--- src/design/chh_pkg.sv ---
// ----------------------------------------------------------------------------
// chh_pkg: shared types and constants of the contour convex hull block
// Holds the beat payload structs, the column and vertex words, the
// controller state encoding and the command and status bundles.
// ----------------------------------------------------------------------------
package chh_pkg;

  localparam int COORD_BITS = 12;

  localparam logic SIDE_UPPER = 1'b0;
  localparam logic SIDE_LOWER = 1'b1;

  localparam logic STATUS_OK       = 1'b0;
  localparam logic STATUS_TOO_WIDE = 1'b1;

  typedef struct packed {
    logic [COORD_BITS-1:0] point_x;
    logic [COORD_BITS-1:0] point_y;
    logic                  final_point;
  } in_t;

  typedef struct packed {
    logic [COORD_BITS-1:0] vertex_x;
    logic [COORD_BITS-1:0] vertex_y;
    logic                  lower_side;
    logic                  run_end;
    logic                  status;
  } out_t;

  typedef struct packed {
    logic [COORD_BITS-1:0] x;
    logic [COORD_BITS-1:0] y;
  } vertex_t;

  typedef struct packed {
    logic                  seen;
    logic [COORD_BITS-1:0] top;
    logic [COORD_BITS-1:0] bottom;
  } col_word_t;

  typedef enum logic [3:0] {
    ST_CLEAR,
    ST_ACCEPT,
    ST_HULL_START,
    ST_OVF_OUT,
    ST_COL_RD,
    ST_COL_GET,
    ST_TURN1,
    ST_TURN2,
    ST_LOAD_A,
    ST_PUSH,
    ST_NEXT_COL,
    ST_EMIT_RD,
    ST_EMIT_WAIT
  } state_t;

  typedef struct packed {
    logic accept_en;
    logic chain_init;
    logic side;
    logic cand_load;
    logic pop;
    logic load_a;
    logic push;
    logic col_next;
    logic emit_init;
    logic emit_read;
    logic emit_load;
    logic ovf_load;
    logic clear_init;
    logic clear_full;
    logic clear_step;
    logic span_reset;
  } cmd_t;

  typedef struct packed {
    logic last_done;
    logic overflow;
    logic col_seen;
    logic walk_last;
    logic sp_ge2;
    logic sp_ge3;
    logic turn_pop;
    logic emit_last;
    logic clr_done;
    logic out_free;
    logic lower;
  } sts_t;

endpackage

--- src/design/contour_convex_hull.sv ---
// ----------------------------------------------------------------------------
// contour_convex_hull: convex hull of a closed contour, column by column
// Collects per-column y extremes of contour points, then emits the upper
// and lower hull chains as vertex beats.
// ----------------------------------------------------------------------------
// Usage. Contour points arrive as beats on the point channel (valid/ready);
// point.final_point marks the last one. Hull vertices leave as beats on the
// vertex channel, upper chain left to right, then lower chain right to left,
// with run_end on the last beat of the contour. A contour wider than
// MAX_WIDTH columns gives a single beat with status set instead.
// Throughput: while a contour is collected, one point beat per cycle; each
// point is a read-modify-write of its column word in a three-stage pipeline.
// After the final point the hull pass runs: each column of the span is read,
// checked, pushed and advanced past, with turn tests before a push and a
// stack reload after a pop, then the vertices are emitted, then a clearing
// sweep covers each column of the span (the whole store after an
// overflow). Point beats are refused during the hull pass and the sweep.
// Reset: the block first runs a clearing sweep of all MAX_WIDTH columns with
// point_ready low. A stalled vertex beat holds in the output register; the
// hull pass waits for it, and collection of the next contour goes on.
// ----------------------------------------------------------------------------
module contour_convex_hull #(
  parameter int MAX_WIDTH = 32
) (
  input  logic          clk,
  input  logic          rst,
  input  logic          point_valid,
  output logic          point_ready,
  input  chh_pkg::in_t  point,
  output logic          vertex_valid,
  input  logic          vertex_ready,
  output chh_pkg::out_t vertex
);

  // Commands from the sequencer and status back from the datapath.
  chh_pkg::cmd_t cmd;
  chh_pkg::sts_t sts;

  chh_ctrl u_ctrl (
    .clk (clk),
    .rst (rst),
    .sts (sts),
    .cmd (cmd)
  );

  // The datapath owns both memories (column extremes and vertex stack),
  // the turn multipliers and the output register.
  chh_dp #(
    .MAX_WIDTH (MAX_WIDTH)
  ) u_dp (
    .clk          (clk),
    .rst          (rst),
    .cmd          (cmd),
    .sts          (sts),
    .point_valid  (point_valid),
    .point_ready  (point_ready),
    .point        (point),
    .vertex_valid (vertex_valid),
    .vertex_ready (vertex_ready),
    .vertex       (vertex)
  );

endmodule

--- src/design/chh_ram.sv ---
// ----------------------------------------------------------------------------
// chh_ram: generic single-port-write, single-port-read RAM
// One write and one registered read per cycle; a read of the address being
// written returns the old contents.
// ----------------------------------------------------------------------------
module chh_ram #(
  parameter int WIDTH = 24,
  parameter int DEPTH = 32
) (
  input  logic                     clk,
  input  logic                     we,
  input  logic [$clog2(DEPTH)-1:0] waddr,
  input  logic [WIDTH-1:0]         wdata,
  input  logic [$clog2(DEPTH)-1:0] raddr,
  output logic [WIDTH-1:0]         rdata
);

  logic [WIDTH-1:0] mem [DEPTH];

  always_ff @(posedge clk) begin
    if (we) begin
      mem[waddr] <= wdata;
    end
    rdata <= mem[raddr];
  end

endmodule

--- src/design/chh_ctrl.sv ---
// ----------------------------------------------------------------------------
// chh_ctrl: sequencer of the contour convex hull block
// Steps through clearing, point collection, the two chain walks with their
// turn tests, vertex emission or the too-wide beat, and the final clearing sweep.
// ----------------------------------------------------------------------------
module chh_ctrl (
  input  logic          clk,
  input  logic          rst,
  input  chh_pkg::sts_t sts,
  output chh_pkg::cmd_t cmd
);

  chh_pkg::state_t state;
  chh_pkg::state_t state_next;

  always_ff @(posedge clk) begin
    if (rst) begin
      state <= chh_pkg::ST_CLEAR;
    end else begin
      state <= state_next;
    end
  end

  always_comb begin
    cmd        = '0;
    state_next = state;
    case (state)
      chh_pkg::ST_CLEAR: begin
        cmd.clear_step = 1'b1;
        if (sts.clr_done) begin
          cmd.span_reset = 1'b1;
          state_next     = chh_pkg::ST_ACCEPT;
        end
      end
      chh_pkg::ST_ACCEPT: begin
        cmd.accept_en = 1'b1;
        if (sts.last_done) begin
          state_next = chh_pkg::ST_HULL_START;
        end
      end
      chh_pkg::ST_HULL_START: begin
        if (sts.overflow) begin
          state_next = chh_pkg::ST_OVF_OUT;
        end else begin
          cmd.chain_init = 1'b1;
          cmd.side       = chh_pkg::SIDE_UPPER;
          state_next     = chh_pkg::ST_COL_RD;
        end
      end
      chh_pkg::ST_OVF_OUT: begin
        if (sts.out_free) begin
          cmd.ovf_load   = 1'b1;
          cmd.clear_init = 1'b1;
          cmd.clear_full = 1'b1;
          state_next     = chh_pkg::ST_CLEAR;
        end
      end
      chh_pkg::ST_COL_RD: begin
        state_next = chh_pkg::ST_COL_GET;
      end
      chh_pkg::ST_COL_GET: begin
        if (sts.col_seen) begin
          cmd.cand_load = 1'b1;
          state_next    = sts.sp_ge2 ? chh_pkg::ST_TURN1 : chh_pkg::ST_PUSH;
        end else begin
          state_next = chh_pkg::ST_NEXT_COL;
        end
      end
      chh_pkg::ST_TURN1: begin
        state_next = chh_pkg::ST_TURN2;
      end
      chh_pkg::ST_TURN2: begin
        if (sts.turn_pop) begin
          cmd.pop    = 1'b1;
          state_next = sts.sp_ge3 ? chh_pkg::ST_LOAD_A : chh_pkg::ST_PUSH;
        end else begin
          state_next = chh_pkg::ST_PUSH;
        end
      end
      chh_pkg::ST_LOAD_A: begin
        cmd.load_a = 1'b1;
        state_next = chh_pkg::ST_TURN1;
      end
      chh_pkg::ST_PUSH: begin
        cmd.push   = 1'b1;
        state_next = chh_pkg::ST_NEXT_COL;
      end
      chh_pkg::ST_NEXT_COL: begin
        if (sts.walk_last) begin
          cmd.emit_init = 1'b1;
          state_next    = chh_pkg::ST_EMIT_RD;
        end else begin
          cmd.col_next = 1'b1;
          state_next   = chh_pkg::ST_COL_RD;
        end
      end
      chh_pkg::ST_EMIT_RD: begin
        cmd.emit_read = 1'b1;
        if (sts.out_free) begin
          state_next = chh_pkg::ST_EMIT_WAIT;
        end
      end
      chh_pkg::ST_EMIT_WAIT: begin
        cmd.emit_load = 1'b1;
        if (!sts.emit_last) begin
          state_next = chh_pkg::ST_EMIT_RD;
        end else if (sts.lower == chh_pkg::SIDE_LOWER) begin
          cmd.clear_init = 1'b1;
          state_next     = chh_pkg::ST_CLEAR;
        end else begin
          cmd.chain_init = 1'b1;
          cmd.side       = chh_pkg::SIDE_LOWER;
          state_next     = chh_pkg::ST_COL_RD;
        end
      end
      default: begin
        state_next = chh_pkg::ST_CLEAR;
      end
    endcase
  end

endmodule

--- src/design/chh_dp.sv ---
// ----------------------------------------------------------------------------
// chh_dp: datapath of the contour convex hull block
// Column min/max pipeline, span tracking, chain walk with the turn test,
// the vertex stack, the output register and the clearing sweep.
// ----------------------------------------------------------------------------
module chh_dp #(
  parameter int MAX_WIDTH = 32
) (
  input  logic          clk,
  input  logic          rst,
  input  chh_pkg::cmd_t cmd,
  output chh_pkg::sts_t sts,
  input  logic          point_valid,
  output logic          point_ready,
  input  chh_pkg::in_t  point,
  output logic          vertex_valid,
  input  logic          vertex_ready,
  output chh_pkg::out_t vertex
);

  localparam int CB         = chh_pkg::COORD_BITS;
  localparam int IDX_BITS   = $clog2(MAX_WIDTH);
  localparam int SP_BITS    = $clog2(MAX_WIDTH + 1);
  localparam int QSHIFT     = 2 * CB + 1;
  localparam int QPROD_BITS = QSHIFT + CB;
  localparam longint RECIP_L =
    ((longint'(1) << QSHIFT) + longint'(MAX_WIDTH) - 1) / longint'(MAX_WIDTH);
  localparam logic [QSHIFT-1:0]   RECIP    = QSHIFT'(RECIP_L);
  localparam logic [IDX_BITS-1:0] IDX_LAST = IDX_BITS'(MAX_WIDTH - 1);
  localparam logic [SP_BITS-1:0]  SP_DEPTH = SP_BITS'(MAX_WIDTH);

  // Point pipeline.
  logic                  accept;
  logic [QPROD_BITS-1:0] qprod;
  logic                  p1_valid;
  logic                  p1_last;
  logic [CB-1:0]         p1_x;
  logic [CB-1:0]         p1_y;
  logic [CB-1:0]         p1_q;
  logic [QSHIFT-1:0]     qm;
  logic [CB-1:0]         rem;
  logic [IDX_BITS-1:0]   idx1;
  logic                  p2_valid;
  logic                  p2_last;
  logic [CB-1:0]         p2_x;
  logic [CB-1:0]         p2_y;
  logic [IDX_BITS-1:0]   p2_idx;

  // Column memory and its write forwarding.
  chh_pkg::col_word_t    col_rdata;
  chh_pkg::col_word_t    col_wdata;
  chh_pkg::col_word_t    col_old;
  chh_pkg::col_word_t    col_new;
  logic                  col_we;
  logic [IDX_BITS-1:0]   col_waddr;
  logic [IDX_BITS-1:0]   col_raddr;
  logic                  fwd_valid;
  logic [IDX_BITS-1:0]   fwd_idx;
  chh_pkg::col_word_t    fwd_word;

  // Span.
  logic [CB-1:0]         left_x;
  logic [CB-1:0]         right_x;
  logic [CB-1:0]         left_x_next;
  logic [CB-1:0]         right_x_next;
  logic [IDX_BITS-1:0]   left_idx;
  logic [IDX_BITS-1:0]   right_idx;
  logic                  ovf;
  logic                  span_wide;
  logic [CB-1:0]         span_m1;

  // Chain walk and stack.
  logic                  lower;
  logic [IDX_BITS-1:0]   walk_k;
  logic [IDX_BITS-1:0]   col_idx;
  logic [CB-1:0]         col_x;
  chh_pkg::vertex_t      cand;
  chh_pkg::vertex_t      stk_top;
  chh_pkg::vertex_t      stk_next;
  chh_pkg::vertex_t      stk_rdata;
  logic [SP_BITS-1:0]    sp;
  logic [SP_BITS-1:0]    sp_m3;
  logic [IDX_BITS-1:0]   stk_raddr;
  logic signed [CB:0]    dx_in;
  logic signed [CB:0]    dy_in;
  logic signed [CB:0]    dx_out;
  logic signed [CB:0]    dy_out;
  logic signed [2*CB+1:0] prod_fwd;
  logic signed [2*CB+1:0] prod_back;
  logic [SP_BITS-1:0]    emit_i;

  // Clearing sweep.
  logic [IDX_BITS-1:0]   clr_idx;
  logic [IDX_BITS-1:0]   clr_k;
  logic [IDX_BITS-1:0]   clr_last;

  assign accept      = point_valid && point_ready;
  assign point_ready = cmd.accept_en && !(p1_valid && p1_last) && !(p2_valid && p2_last);

  // Column index is x mod MAX_WIDTH: quotient by reciprocal, then remainder.
  assign qprod = QPROD_BITS'(point.point_x) * QPROD_BITS'(RECIP);
  assign qm    = QSHIFT'(p1_q) * QSHIFT'(MAX_WIDTH);
  assign rem   = p1_x - qm[CB-1:0];
  assign idx1  = rem[IDX_BITS-1:0];

  always_ff @(posedge clk) begin
    if (rst) begin
      p1_valid <= 1'b0;
      p2_valid <= 1'b0;
    end else begin
      p1_valid <= accept;
      p2_valid <= p1_valid;
    end
  end

  always_ff @(posedge clk) begin
    if (accept) begin
      p1_x    <= point.point_x;
      p1_y    <= point.point_y;
      p1_last <= point.final_point;
      p1_q    <= qprod[QSHIFT +: CB];
    end
    p2_x    <= p1_x;
    p2_y    <= p1_y;
    p2_last <= p1_last;
    p2_idx  <= idx1;
  end

  // Read-modify-write of the column word; the latest write is forwarded
  // because the memory returns old data for a same-cycle write.
  always_comb begin
    col_old = (fwd_valid && fwd_idx == p2_idx) ? fwd_word : col_rdata;
    col_new.seen = 1'b1;
    if (!col_old.seen) begin
      col_new.top    = p2_y;
      col_new.bottom = p2_y;
    end else begin
      col_new.top    = (p2_y > col_old.top) ? p2_y : col_old.top;
      col_new.bottom = (p2_y < col_old.bottom) ? p2_y : col_old.bottom;
    end
  end

  assign col_we    = p2_valid || cmd.clear_step;
  assign col_waddr = cmd.clear_step ? clr_idx : p2_idx;
  assign col_wdata = cmd.clear_step ? chh_pkg::col_word_t'('0) : col_new;
  assign col_raddr = cmd.accept_en ? idx1 : col_idx;

  chh_ram #(
    .WIDTH ($bits(chh_pkg::col_word_t)),
    .DEPTH (MAX_WIDTH)
  ) u_col_ram (
    .clk   (clk),
    .we    (col_we),
    .waddr (col_waddr),
    .wdata (col_wdata),
    .raddr (col_raddr),
    .rdata (col_rdata)
  );

  always_ff @(posedge clk) begin
    if (rst) begin
      fwd_valid <= 1'b0;
    end else if (col_we) begin
      fwd_valid <= 1'b1;
    end
  end

  always_ff @(posedge clk) begin
    if (col_we) begin
      fwd_idx  <= col_waddr;
      fwd_word <= col_wdata;
    end
  end

  // Span of touched columns and the too-wide flag.
  assign left_x_next  = (p2_x <= left_x) ? p2_x : left_x;
  assign right_x_next = (p2_x >= right_x) ? p2_x : right_x;
  assign span_wide    = (right_x_next >= left_x_next) &&
                        ((CB+1)'(right_x_next) - (CB+1)'(left_x_next) >= (CB+1)'(MAX_WIDTH));
  assign span_m1      = right_x - left_x;

  always_ff @(posedge clk) begin
    if (rst || cmd.span_reset) begin
      left_x  <= '1;
      right_x <= '0;
      ovf     <= 1'b0;
    end else if (p2_valid) begin
      left_x  <= left_x_next;
      right_x <= right_x_next;
      ovf     <= ovf | span_wide;
    end
  end

  always_ff @(posedge clk) begin
    if (p2_valid && p2_x <= left_x) begin
      left_idx <= p2_idx;
    end
    if (p2_valid && p2_x >= right_x) begin
      right_idx <= p2_idx;
    end
  end

  // Chain walk over the columns of the span.
  always_ff @(posedge clk) begin
    if (rst) begin
      lower  <= chh_pkg::SIDE_UPPER;
      walk_k <= '0;
    end else if (cmd.chain_init) begin
      lower  <= cmd.side;
      walk_k <= '0;
    end else if (cmd.col_next) begin
      walk_k <= walk_k + 1'b1;
    end
  end

  always_ff @(posedge clk) begin
    if (cmd.chain_init) begin
      col_idx <= (cmd.side == chh_pkg::SIDE_LOWER) ? right_idx : left_idx;
      col_x   <= (cmd.side == chh_pkg::SIDE_LOWER) ? right_x : left_x;
    end else if (cmd.col_next) begin
      if (lower == chh_pkg::SIDE_LOWER) begin
        col_idx <= (col_idx == '0) ? IDX_LAST : col_idx - 1'b1;
        col_x   <= col_x - 1'b1;
      end else begin
        col_idx <= (col_idx == IDX_LAST) ? '0 : col_idx + 1'b1;
        col_x   <= col_x + 1'b1;
      end
    end
    if (cmd.cand_load) begin
      cand.x <= col_x;
      cand.y <= (lower == chh_pkg::SIDE_LOWER) ? col_rdata.bottom : col_rdata.top;
    end
  end

  // Turn of the top two stack entries against the candidate.
  assign dx_in  = $signed({1'b0, stk_top.x}) - $signed({1'b0, stk_next.x});
  assign dy_in  = $signed({1'b0, stk_top.y}) - $signed({1'b0, stk_next.y});
  assign dx_out = $signed({1'b0, cand.x}) - $signed({1'b0, stk_top.x});
  assign dy_out = $signed({1'b0, cand.y}) - $signed({1'b0, stk_top.y});

  always_ff @(posedge clk) begin
    prod_fwd  <= dx_in * dy_out;
    prod_back <= dy_in * dx_out;
  end

  // Stack: the two top entries live in registers, every entry in memory.
  always_ff @(posedge clk) begin
    if (rst || cmd.chain_init) begin
      sp <= '0;
    end else if (cmd.push) begin
      sp <= sp + 1'b1;
    end else if (cmd.pop) begin
      sp <= sp - 1'b1;
    end
  end

  always_ff @(posedge clk) begin
    if (cmd.push) begin
      stk_next <= stk_top;
      stk_top  <= cand;
    end else if (cmd.pop) begin
      stk_top <= stk_next;
    end else if (cmd.load_a) begin
      stk_next <= stk_rdata;
    end
  end

  assign sp_m3     = sp - SP_BITS'(3);
  assign stk_raddr = cmd.emit_read ? emit_i[IDX_BITS-1:0] : sp_m3[IDX_BITS-1:0];

  chh_ram #(
    .WIDTH ($bits(chh_pkg::vertex_t)),
    .DEPTH (MAX_WIDTH)
  ) u_stack_ram (
    .clk   (clk),
    .we    (cmd.push),
    .waddr (sp[IDX_BITS-1:0]),
    .wdata (cand),
    .raddr (stk_raddr),
    .rdata (stk_rdata)
  );

  always_ff @(posedge clk) begin
    if (rst || cmd.emit_init) begin
      emit_i <= '0;
    end else if (cmd.emit_load) begin
      emit_i <= emit_i + 1'b1;
    end
  end

  // Output register.
  always_ff @(posedge clk) begin
    if (rst) begin
      vertex_valid <= 1'b0;
    end else if (cmd.emit_load || cmd.ovf_load) begin
      vertex_valid <= 1'b1;
    end else if (vertex_ready) begin
      vertex_valid <= 1'b0;
    end
  end

  always_ff @(posedge clk) begin
    if (cmd.emit_load) begin
      vertex.vertex_x   <= stk_rdata.x;
      vertex.vertex_y   <= stk_rdata.y;
      vertex.lower_side <= lower;
      vertex.run_end    <= (lower == chh_pkg::SIDE_LOWER) && sts.emit_last;
      vertex.status     <= chh_pkg::STATUS_OK;
    end else if (cmd.ovf_load) begin
      vertex.vertex_x   <= '0;
      vertex.vertex_y   <= '0;
      vertex.lower_side <= chh_pkg::SIDE_UPPER;
      vertex.run_end    <= 1'b1;
      vertex.status     <= chh_pkg::STATUS_TOO_WIDE;
    end
  end

  // Clearing sweep of the seen flags.
  always_ff @(posedge clk) begin
    if (rst) begin
      clr_idx  <= '0;
      clr_k    <= '0;
      clr_last <= IDX_LAST;
    end else if (cmd.clear_init) begin
      clr_idx  <= cmd.clear_full ? '0 : left_idx;
      clr_k    <= '0;
      clr_last <= cmd.clear_full ? IDX_LAST : span_m1[IDX_BITS-1:0];
    end else if (cmd.clear_step) begin
      clr_idx <= (clr_idx == IDX_LAST) ? '0 : clr_idx + 1'b1;
      clr_k   <= clr_k + 1'b1;
    end
  end

  always_comb begin
    sts.last_done = p2_valid && p2_last;
    sts.overflow  = ovf;
    sts.col_seen  = col_rdata.seen;
    sts.walk_last = (CB'(walk_k) == span_m1);
    sts.sp_ge2    = (sp >= SP_BITS'(2));
    sts.sp_ge3    = (sp >= SP_BITS'(3));
    sts.turn_pop  = (prod_fwd >= prod_back);
    sts.emit_last = (emit_i == sp - 1'b1);
    sts.clr_done  = (clr_k == clr_last);
    sts.out_free  = !vertex_valid || vertex_ready;
    sts.lower     = lower;
  end

  // A point write and a clearing write never share the column memory port.
  a_no_write_clash: assert property (@(posedge clk) disable iff (rst)
    p2_valid |-> !cmd.clear_step)
    else $error("column write clash between point update and clearing sweep");

  // The stack never grows past its depth.
  a_stack_bound: assert property (@(posedge clk) disable iff (rst)
    cmd.push |-> (sp < SP_DEPTH))
    else $error("vertex stack overflow");

  // A stalled result is never overwritten.
  a_out_hold: assert property (@(posedge clk) disable iff (rst)
    (vertex_valid && !vertex_ready) |-> !(cmd.emit_load || cmd.ovf_load))
    else $error("output register loaded while a result is stalled");

  // Once the final point is folded in, no further point is taken.
  a_final_stops_input: assert property (@(posedge clk) disable iff (rst)
    (p2_valid && p2_last) |=> !point_ready)
    else $error("point accepted after the final point of a contour");

endmodule

--- config.mk ---
export PLATFORM = sky130hd
export DESIGN_NAME = contour_convex_hull
export DESIGN_NICKNAME = d
export VERILOG_FILES = /design/src/design/chh_pkg.sv /design/src/design/contour_convex_hull.sv /design/src/design/chh_ram.sv /design/src/design/chh_ctrl.sv /design/src/design/chh_dp.sv
export SDC_FILE = /design/constraint.sdc
export NUM_CORES = 2
export LEC_CHECK = 0
export CORE_MARGIN = 10
export CORE_UTILIZATION = 60
export CTS_CLUSTER_DIAMETER = 120
export DETAILED_ROUTE_END_ITERATION = 16
export DONT_BUFFER_PORTS = 1
export GPL_TIMING_DRIVEN = 0
export PLACE_DENSITY = 0.86
export SLEW_MARGIN = 25
export SYNTH_ARGS = -nofsm -noshare
export SYNTH_HDL_FRONTEND = slang
export SYNTH_SLANG_ARGS = --single-unit
--- constraint.sdc ---
create_clock -name clk -period 19.2 [get_ports clk]
set_input_delay 2.88 -clock clk [delete_from_list [all_inputs] [get_ports clk]]
set_output_delay 2.88 -clock clk [all_outputs]
set_load 0.01 [all_outputs]
==> flow_summary.json <==
{
  "reg2reg_setup_slack_ns": 9.99,
  "ys_seq_elements": 1941,
  "fin_skew_ns": 0.0403,
  "synthSimpleGateAreaFrac_pct": 9.17,
  "via_per_inst": 6.71,
  "hold_violations": 0,
  "ir_worst_vdd_mv": 0.103,
  "grt-ovfl-total": 0,
  "synth-compound-area-share_pct": 7.39,
  "firstDrtPassIters": 9,
  "max_freq_ghz": 0.109,
  "rows": 144,
  "root_buffer": "clkbuf_16",
  "setup_slack_ns": 9.99,
  "pin_count": 58,
  "cp.required_ns": 19.94,
  "clk_latency_ns": 0.84,
  "drcViolationCount": 0,
  "period_share_pct": 47.9,
  "intPower_mw": 6.96,
  "ff2ff_path_depth": 29,
  "htree_levels": 4,
  "netlist_area_um2": 92700,
  "nets": 7781,
  "grt_max_degree": 40,
  "dieWidth_um": 413,
  "p_total_mw": 9.10,
  "cp_max_fo": 10,
  "muxShareOfSynthArea_pct": 6.18,
  "synthFlopType": "edfxtp_1",
  "cts_buffers": 182,
  "r2r_start": "u_dp.cand[12]",
  "critical_path_class": "flip-flop to flip-flop",
  "die_area_um2": 171000,
  "power_frac_clock_pct": 40.7,
  "synth_xor_xnor_area_share_pct": 1.71,
  "rsz0062_at_grt": "false",
  "seq_area_frac_synth_pct": 60.8,
  "p_per_area_nw_per_um2": 87.0,
  "min_period_ns": 9.21,
  "max-cap-violations": 0,
  "grt_pass1_vias": 63500,
  "place_hpwl_um": 186000,
  "slew_viol_final": 0,
  "clock_path_buffers": 3,
  "cts_resized": 0,
  "path_depth": 29,
  "synthCells": 6811,
  "vias": 62600,
  "design_area_um2": 105000,
  "end_kind": "flip-flop",
  "track_usage_pct": 32.4,
  "synth_top_family_by_area": "adder cells",
  "cts_tree": "done",
  "synth_fp_nets": 7471,
  "worst_pin_slew_ns": 1.16,
  "crit_path_end": "u_dp.prod_back[24]",
  "setup_tns_ns": 0,
  "synth_edf_count": 1748,
  "finalSetupViolCount": 0,
  "status": "finished clean",
  "portBuffers": 0,
  "drt_iter0_drc": 9426,
  "async_reset_ff_share_pct": 0,
  "seq_power_share_pct": 52.4,
  "power.switching_mw": 2.13,
  "core_area_um2": 154000,
  "yosysUniqueCellTypes": 79,
  "initial_core_util_pct": 60.3,
  "path_buf_inv": 2,
  "synthToLayoutAreaGrowth_pct": 12.8,
  "power_frac_comb_pct": 7.0,
  "relSlewSlack_pct": 22.3,
  "max_stage_delay_ns": 0.82,
  "switching_share_pct": 23.4,
  "crit_path_top_delay_cell": "edfxtp_1",
  "clk_pin_slew_worst_paths_ns": 0.06,
  "start_kind": "flip-flop",
  "post-cts-setup-buffer-count": 0,
  "crit_start": "u_dp.cand[12]",
  "grt_pass1_wl_um": 409000,
  "syn_area_per_cell_um2": 13.6,
  "crit_family": "adder cells",
  "p_leak_nw": 38.0,
  "placed_cell_area_um2": 98500,
  "die_h_um": 413,
  "postRouteAntennaNets": 0,
  "cts.sinks": 1941,
  "place_congestion": 1.04,
  "grt_antenna_before_repair": 12,
  "wl_per_cell_um": 29.8,
  "synth_fa_ha_area_share_pct": 11.2,
  "hold_path.class": "flip-flop to flip-flop",
  "holdBufCountCts": 0,
  "drive_above_1_share_pct": 12.2,
  "yosys_warnings": 0,
  "wirelength_um": 278000,
  "place_ws_ns": 10.16,
  "arrival_ns": 9.95,
  "r2r_end": "u_dp.prod_back[24]"
}
## Yosys cell counts, types with 8 or more instances
cell / count / area share [%]
a211oi_1: 291 / 2.4
a21o_1: 74 / 0.60
a21oi_1: 182 / 0.98
a22oi_1: 10 / 0.081
a311oi_1: 98 / 0.93
a31oi_1: 105 / 0.71
and2_1: 234 / 1.6
and3_1: 13 / 0.088
buf_1: 35 / 0.14
buf_2: 61 / 0.33
clkbuf_1: 232 / 0.94
dfxtp_1: 193 / 4.2
edfxtp_1: 1748 / 57
fa_1: 332 / 7.2
ha_1: 299 / 4.0
inv_1: 525 / 2.1
mux2_2: 54 / 0.66
mux2i_1: 62 / 0.67
mux4_2: 200 / 4.9
nand2_1: 892 / 3.6
nand2b_1: 60 / 0.40
nand3_1: 155 / 0.84
nand4_1: 18 / 0.12
nor2_1: 341 / 1.4
nor2b_1: 39 / 0.26
nor3_1: 47 / 0.25
nor4_1: 8 / 0.054
o211ai_1: 19 / 0.15
o21a_1: 21 / 0.17
o21ai_0: 129 / 0.70
o21bai_1: 9 / 0.073
or2_2: 38 / 0.26
or3_1: 14 / 0.094
xnor2_1: 112 / 1.1
xor2_1: 69 / 0.65
## cells by family (layout without fill, tap and decap cells)
group | Yosys count | count (layout)
other | 0 | 5
xor gates and xnor gates | 181 | 181
adders and majority gates | 631 | 631
muxes | 316 | 316
buffers and inverters | 855 | 1322
DFF | 1941 | 1941
and+or+nand+nor | 1883 | 1883
AOI/OAI and AO/OA | 1004 | 1004
## state kept, by name (all words and copies together) (netlist names), 24 cells and up
| signal | cells |
|---|---|
| u_dp.prod_fwd | 26 |
| u_dp.vertex | 27 |
| u_dp.stk_top | 24 |
| u_dp.stk_next | 24 |
| u_dp.u_stack_ram.rdata | 24 |
| u_dp.u_col_ram.mem | 800 |
| u_dp.fwd_word | 25 |
| u_dp.cand | 24 |
| u_dp.prod_back | 26 |
| u_dp.u_stack_ram.mem | 768 |
| u_dp.u_col_ram.rdata | 25 |
## per-stage QoR
stage,hold WS [ns],instances,util (%)
finish,0.332,9327,68.0
CTS,0.340,9321,67.9
global placement,0.326,8855,61.9
floorplan,0.323,6811,-
global route,0.343,9322,68.0
detailed placement,0.328,8980,64.0
## worst register-to-register path: cells and delay by family, from the launching register on
family	cells	cell delay (ns)
compound gates	13	3.11
xor+xnor	1	0.13
fa+ha+maj	9	3.83
buf+inv	2	0.74
flops	1	0.82
simple gates	4	0.53
## final cells by class
type                       count  area [um^2]
clock inverter               107         1090
fill                        9593        49300
buffer                       329         1320
multi-input combinational   4015        33900
antenna                        5         12.5
inverter                     526         1970
clock buffer                 234         4950
timing repair buffer         126         2370
sequential                  1941        56400
tap                         2044         2560
## layout by cell type (no fill, tap or decap), drive strengths merged, types with 132 or more instances in the layout
cell | netlist | layout
a211oi | 291 | 291
a21oi | 182 | 182
and2 | 235 | 235
buf | 97 | 223
clkbuf | 232 | 466
dfxtp | 193 | 193
edfxtp | 1748 | 1748
fa | 332 | 332
ha | 299 | 299
inv | 525 | 532
mux4 | 200 | 200
nand2 | 892 | 892
nand3 | 155 | 155
nor2 | 341 | 341
o21ai | 132 | 132
## layer usage
layer	vias to the layer above	wire length (um)	GRT usage [%]	part of all wire, %
li1	25300	-	-	-
met1	30600	88300	38.2	32
met2	5297	131000	52.3	47
met3	1437	36000	9.11	13
met4	12	22800	20.8	8.2
met5	-	160	0	0.058
## how the worst min path moves through the flow
stage | slack [ns] | end | depth (start not counted) | from
detailed placement | 0.33 | u_dp.p2_y[9] | 0 | u_dp.p1_y[9]
finish | 0.33 | u_dp.p2_x[7] | 0 | u_dp.p1_x[7]
global route | 0.34 | u_dp.p2_x[7] | 0 | u_dp.p1_x[7]
floorplan | 0.32 | u_dp.p2_x[10] | 0 | u_dp.p1_x[10]
global placement | 0.33 | u_dp.p2_y[2] | 0 | u_dp.p1_y[2]
CTS | 0.34 | u_dp.p2_x[7] | 0 | u_dp.p1_x[7]
## power groups by stage
stage / sequential, mW / combinational [mW] / clock [mW]
after global routing: 4.77 / 0.647 / 3.83
after global placement: 4.83 / 0.456 / 0
after detailed placement: 4.84 / 0.575 / 0
after floorplan: 4.82 / 0.321 / 0
after CTS: 4.76 / 0.603 / 3.68
final: 4.77 / 0.632 / 3.70
(Power assumes the default switching activity.)
